## src/rtl/itp_pkg.sv

```systemverilog
// Shared types, constants and helper functions for the infix-to-postfix converter.
package itp_pkg;

    localparam int STACK_DEPTH_DEF = 32;

    localparam logic [7:0] CH_CARET = 8'h5E;
    localparam logic [7:0] CH_MUL   = 8'h2A;
    localparam logic [7:0] CH_DIV   = 8'h2F;
    localparam logic [7:0] CH_ADD   = 8'h2B;
    localparam logic [7:0] CH_SUB   = 8'h2D;
    localparam logic [7:0] CH_OPEN  = 8'h28;
    localparam logic [7:0] CH_CLOSE = 8'h29;

    typedef enum logic [1:0] {
        ERR_NONE            = 2'd0,
        ERR_OVERFLOW        = 2'd1,
        ERR_UNMATCHED_CLOSE = 2'd2,
        ERR_UNCLOSED_OPEN   = 2'd3
    } t_err;

    typedef enum logic [1:0] {
        CLS_OPERAND,
        CLS_OPEN,
        CLS_CLOSE,
        CLS_OP
    } t_cls;

    typedef enum logic [2:0] {
        ST_IDLE,
        ST_CHK,
        ST_SETTLE,
        ST_FLUSH,
        ST_END
    } t_state;

    typedef struct packed {
        logic [7:0] in_char;
        logic       is_last;
    } t_in_item;

    typedef struct packed {
        logic [7:0] out_char;
        logic       has_char;
        logic       run_last;
        logic       expr_done;
        logic [1:0] error_code;
    } t_out_item;

    // controller -> datapath
    typedef struct packed {
        logic       in_ready;
        logic       push;
        logic       pop;
        logic       emit;
        logic [7:0] e_char;
        logic       e_has;
        t_err       e_err;
        logic       finish;
    } t_cmd;

    // datapath -> controller
    typedef struct packed {
        logic       in_valid;
        logic       go;
        logic       empty;
        logic       full;
        logic [7:0] top;
        logic [7:0] chr;
        logic       last;
    } t_sts;

    function automatic logic [1:0] prec_of(input logic [7:0] c);
        logic [1:0] p;
        case (c)
            CH_CARET:       p = 2'd3;
            CH_MUL, CH_DIV: p = 2'd2;
            CH_ADD, CH_SUB: p = 2'd1;
            default:        p = 2'd0;
        endcase
        return p;
    endfunction

    function automatic t_cls class_of(input logic [7:0] c);
        t_cls k;
        if (c == CH_OPEN) begin
            k = CLS_OPEN;
        end else if (c == CH_CLOSE) begin
            k = CLS_CLOSE;
        end else if (prec_of(c) != 2'd0) begin
            k = CLS_OP;
        end else begin
            k = CLS_OPERAND;
        end
        return k;
    endfunction

endpackage

```

## src/rtl/itp_ctrl.sv

```systemverilog
// Controller FSM: sequences pops, pushes, emits and the final flush per item.
module itp_ctrl (
    input  logic          i_clk,
    input  logic          i_rst_n,
    input  itp_pkg::t_sts i_sts,
    output itp_pkg::t_cmd o_cmd
);
    import itp_pkg::*;

    t_state     r_state, n_state;
    t_cmd       w_cmd;
    logic [1:0] w_pc, w_pt;
    logic       w_pops;

    assign w_pc   = prec_of(i_sts.chr);
    assign w_pt   = prec_of(i_sts.top);
    assign w_pops = !i_sts.empty && (w_pt != 2'd0)
                  && ((w_pt > w_pc) || ((w_pt == w_pc) && (i_sts.chr != CH_CARET)));

    always_ff @(posedge i_clk) begin
        if (!i_rst_n) begin
            r_state <= ST_IDLE;
        end else begin
            r_state <= n_state;
        end
    end

    always_comb begin
        n_state = r_state;
        w_cmd   = '0;
        case (r_state)
            ST_IDLE: begin
                w_cmd.in_ready = 1'b1;
                if (i_sts.in_valid) begin
                    n_state = ST_CHK;
                end
            end
            ST_CHK: begin
                if (i_sts.go) begin
                    case (class_of(i_sts.chr))
                        CLS_OPEN: begin
                            if (i_sts.full) begin
                                w_cmd.emit  = 1'b1;
                                w_cmd.e_err = ERR_OVERFLOW;
                            end else begin
                                w_cmd.push = 1'b1;
                            end
                            n_state = i_sts.last ? ST_SETTLE : ST_END;
                        end
                        CLS_CLOSE: begin
                            if (i_sts.empty) begin
                                w_cmd.emit  = 1'b1;
                                w_cmd.e_err = ERR_UNMATCHED_CLOSE;
                                n_state     = i_sts.last ? ST_FLUSH : ST_END;
                            end else if (i_sts.top == CH_OPEN) begin
                                w_cmd.pop = 1'b1;
                                n_state   = i_sts.last ? ST_FLUSH : ST_END;
                            end else begin
                                w_cmd.pop    = 1'b1;
                                w_cmd.emit   = 1'b1;
                                w_cmd.e_char = i_sts.top;
                                w_cmd.e_has  = 1'b1;
                            end
                        end
                        CLS_OP: begin
                            if (w_pops) begin
                                w_cmd.pop    = 1'b1;
                                w_cmd.emit   = 1'b1;
                                w_cmd.e_char = i_sts.top;
                                w_cmd.e_has  = 1'b1;
                            end else begin
                                if (i_sts.full) begin
                                    w_cmd.emit  = 1'b1;
                                    w_cmd.e_err = ERR_OVERFLOW;
                                end else begin
                                    w_cmd.push = 1'b1;
                                end
                                n_state = i_sts.last ? ST_SETTLE : ST_END;
                            end
                        end
                        default: begin
                            w_cmd.emit   = 1'b1;
                            w_cmd.e_char = i_sts.chr;
                            w_cmd.e_has  = 1'b1;
                            n_state      = i_sts.last ? ST_FLUSH : ST_END;
                        end
                    endcase
                end
            end
            ST_SETTLE: begin
                n_state = ST_FLUSH;
            end
            ST_FLUSH: begin
                if (i_sts.empty) begin
                    n_state = ST_END;
                end else if (i_sts.go) begin
                    w_cmd.pop  = 1'b1;
                    w_cmd.emit = 1'b1;
                    if (i_sts.top == CH_OPEN) begin
                        w_cmd.e_err = ERR_UNCLOSED_OPEN;
                    end else begin
                        w_cmd.e_char = i_sts.top;
                        w_cmd.e_has  = 1'b1;
                    end
                end
            end
            ST_END: begin
                if (i_sts.go) begin
                    w_cmd.finish = 1'b1;
                    n_state      = ST_IDLE;
                end
            end
            default: begin
                n_state = ST_IDLE;
            end
        endcase
    end

    assign o_cmd = w_cmd;

    a_no_push_pop: assert property (@(posedge i_clk) disable iff (!i_rst_n)
        !(w_cmd.push && w_cmd.pop))
        else $error("push and pop in one cycle");

    a_pop_nonempty: assert property (@(posedge i_clk) disable iff (!i_rst_n)
        w_cmd.pop |-> !i_sts.empty)
        else $error("pop from empty stack");

    a_push_not_full: assert property (@(posedge i_clk) disable iff (!i_rst_n)
        w_cmd.push |-> !i_sts.full)
        else $error("push onto full stack");

    a_emit_needs_slot: assert property (@(posedge i_clk) disable iff (!i_rst_n)
        (w_cmd.emit || w_cmd.finish) |-> i_sts.go)
        else $error("result issued while output stalled");
endmodule

```

## config.mk

```make
export PLATFORM = sky130hd
export DESIGN_NAME = itp_ctrl
export DESIGN_NICKNAME = d
export VERILOG_FILES = /design/src/rtl/itp_pkg.sv /design/src/rtl/itp_ctrl.sv
export SDC_FILE = /design/constraint.sdc
export NUM_CORES = 1
export LEC_CHECK = 0
export BUFFER_PORTS_ARGS = -buffer_cell sky130_fd_sc_hd__buf_2
export CORE_ASPECT_RATIO = 0.75
export CORE_MARGIN = 1.5
export CORE_UTILIZATION = 43
export CTS_BUF_LIST = sky130_fd_sc_hd__clkbuf_8
export DETAILED_ROUTE_END_ITERATION = 6
export PLACE_DENSITY = 0.77
export SLEW_MARGIN = 40
export SYNTH_ARGS = -nofsm -noshare
export SYNTH_HDL_FRONTEND = slang
export SYNTH_SLANG_ARGS = --single-unit
```

## constraint.sdc

```tcl
create_clock -name i_clk -period 2.5 [get_ports i_clk]
set_clock_uncertainty 0.05 [all_clocks]
set_input_delay 0.125 -clock i_clk [delete_from_list [all_inputs] [get_ports i_clk]]
set_output_delay 0.125 -clock i_clk [all_outputs]
set_load 0.01 [all_outputs]
```

==> flow_summary.ini <==
[outcome]
status = finished with violations
violations = setup timing

[cells_and_area]
area_growth_pct = 67.3
num_antenna_cells = 0
top_register = r_state
largest_reg_flops = 3
largestRegisters = r_state x3
drive_above_1_share = 0.488
fin_cells = 194
finalNetCount = 198

[worst_setup_path]
arrival_ns = 2.56
path_class = in -> out
end_kind = primary output
required_ns = 2.33
cp_max_fo = 5
worst_setup_path_start_kind = input pin

[die]
ios = 39
fp.dieH_um = 40.5
rows = 13
initial_utilization = 0.462
die_w_um = 52.9
die_area_um2 = 2140
core_um2 = 1740

[route]
via_count = 1180
drc_errors = 0
first_pass_iters = 4
wl_met1_mm = 1.33
drtAntennaViolNets = 0
post_drt_wl_per_cell_um = 16.3
wl_met2_mm = 1.46
vias_per_cell = 6.08
wl_met3_um = 293
highest_layer = met4
wl_mm = 3.17
initialDrtViolationCount = 66

[power_and_ir_drop]
sequentialPowerShare = 0.166
leakage_nw = 0.694
finalPower_mw = 0.421
internal_power_mw = 0.262
power.share.combinational = 0.500
powerDensity_nw_per_um2 = 313
p_sw_frac = 0.377
power.switching_mw = 0.159
ir_drop_uv = 206
clockPowerShare = 0.335

[clock_tree]
cts.path.max_buffers = 2
cts_hold_buf = 0
cts.reportedPaths.clkPinSlew_ns = 0.03
clk-insertion-delay-late_ns = 0.22
cts_tree = yes
h-tree-depth = 1
clock-root-buffer = clkbuf_8
cts_buffers = 3
cts_sinks = 3

[sta]
slew_headroom = 0.625
min_period_ns = 2.73
post-route-period-util = 1.09
setup_viol = 13
worst_pin_slew_ns = 0.556
max_freq_mhz = 366
rsz0062_at_grt = yes
drv_slew = 0
finalHoldViolCount = 0
worst_slack_ns = -0.231

[synthesis]
syn_area_per_cell_um2 = 7.38
synth_flop_cell = dfxtp_1
synth_seq_cells = 3
syn_nets = 134
synthCells = 109
ys_types = 42
ys_seq_area_frac = 0.0747
synth_edf_count = 0
async_flop_share = 0
syn-cell-area_um2 = 805
ys_warn_count = 0

[grt]
grt_pass1_wl_mm = 4.67
grt_pass1_vias = 1025
grt_usage = 0.310
antenna_found_initial = 0
grt_overflow = 0
grt_max_degree = 10

[placed_design]
dp.cells = 181
dp_worst_setup_slack_ns = -0.368
gp_congestion = 0.936
io_buffers = 38
dp_hpwl_mm = 2.21

[hold_path]
holdCritPathClass = in -> reg

[job]
maxCapViolCount = 0
==> layer usage <==
| layer | GRT usage | vias to the layer above |
|---|---|---|
| met5 | 0 | - |
| met4 | 0.128 | 0 |
| met3 | 0.0448 | 11 |
| met2 | 0.550 | 81 |
| met1 | 0.384 | 533 |
| li1 | - | 555 |
==> per-stage QoR <==
stage	setup TNS (ns)	hold slack, ns	area (µm²)	utilization
2_1_floorplan	-0.00574	0.220	823	-
3_3_place_gp	-2.21	0.360	1140	0.654
3_5_place_dp	-3.37	0.362	1140	0.654
4_1_cts	-1.52	0.135	1320	0.756
5_1_grt	-3.19	0.144	1350	0.774
6_report	-2.16	0.137	1350	0.774
==> cell type report <==
cell class                 count  area (µm²)
fill                         118         394
clock buffer                   3        41.3
inverter                       2        7.51
sequential                     3        60.1
multi-input combinational    101         807
tap                           22        27.5
timing repair buffer          62         399
clock inverter                 1        3.75
==> cell usage after synthesis, types with 2 or more instances <==
cell type	count	area (µm²)
a21o_1	2	15.0
a21oi_1	5	25.0
a22o_1	5	43.8
a32o_1	3	30.0
and3_1	5	31.3
clkbuf_1	3	11.3
dfxtp_1	3	60.1
ha_1	2	25.0
inv_1	2	7.51
mux2i_1	3	30.0
nand2_1	13	48.8
nand2b_1	5	31.3
nand3_1	6	30.0
nand3b_1	2	15.0
nand4_1	3	18.8
nand4b_1	2	17.5
nand4bb_1	2	22.5
nor2_1	9	33.8
nor2b_1	2	12.5
nor3_1	3	15.0
nor4b_4	2	47.6
o211a_1	2	20.0
o21ai_0	5	25.0
o22ai_1	2	12.5
==> critical path, cell delays in order <==
cell and delay (ns):
buf_8 0.10, nor4b_4 0.34, nand2_1 0.13, nor2_1 0.13
nor2_1 0.06, mux2i_1 0.13, and2_4 0.17, ha_4 0.13
nand2b_4 0.12, a21oi_2 0.05, nand4bb_4 0.23, o41ai_4 0.31
a31o_2 0.26, a22o_1 0.14, buf_2 0.12
==> final timing paths <==
kind                            depth (start not counted)  slack (ns)          to       start
worst max register to register                          4        0.94  r_state[2]  r_state[0]
worst min-delay path                                    2        0.14  r_state[1]     i_rst_n
worst min register to register                          2        0.54  r_state[0]  r_state[0]
worst max-delay path                                   15       -0.23   o_cmd[11]    i_sts[8]
==> power groups by stage <==
stage / clock network [mW] / registers (mW) / logic [mW]
final: 0.141 / 0.0697 / 0.210
after global routing: 0.148 / 0.0701 / 0.227
after CTS: 0.143 / 0.0687 / 0.203
after detailed placement: 0 / 0.0698 / 0.190
after global placement: 0 / 0.0685 / 0.185
after floorplan: 0 / 0.0593 / 0.114
==> placed cells by master (no fill, tap or decap), types with 2 or more instances in the layout <==
| master | netlist | layout |
|---|---|---|
| nand2_1 | 13 | 13 |
| a31o_2 | 1 | 2 |
| nand4_1 | 3 | 3 |
| nand3_1 | 6 | 6 |
| buf_2 | 0 | 34 |
| nor4b_4 | 2 | 2 |
| a21o_1 | 2 | 2 |
| and3_1 | 5 | 5 |
| nor2b_1 | 2 | 2 |
| o21ai_0 | 5 | 4 |
| a22o_1 | 5 | 5 |
| buf_4 | 0 | 24 |
| o211a_1 | 2 | 2 |
| nand2b_4 | 0 | 2 |
| nand2b_1 | 5 | 3 |
| inv_1 | 2 | 3 |
| dfxtp_1 | 3 | 3 |
| a21oi_1 | 5 | 4 |
| o22ai_1 | 2 | 2 |
| nor2_1 | 9 | 9 |
| nand3b_1 | 2 | 2 |
| nor3_1 | 3 | 2 |
| buf_6 | 1 | 3 |
| mux2i_1 | 3 | 3 |
| clkbuf_8 | 0 | 3 |
| a32o_2 | 0 | 2 |
| nand4b_1 | 2 | 2 |
==> repair_timing <==
item,CTS,global route
cloned,1,0
resized for setup,14,6
endpoints found under the setup margin,12,14
pin swaps,19,11
buffers inserted,9,2
==> kinds of logic (layout without fill, tap and decap cells) <==
group | count (synthesis) | after routing | synth area share
AOI/OAI and AO/OA | 32 | 33 | 0.319
adders and majority gates | 2 | 2 | 0.0311
muxes | 3 | 3 | 0.0373
and+or+nand+nor | 62 | 62 | 0.490
xor gates and xnor gates | 1 | 1 | 0.0109
DFF | 3 | 3 | 0.0747
buffers and inverters | 6 | 68 | 0.0373
(Power assumes the default switching activity.)
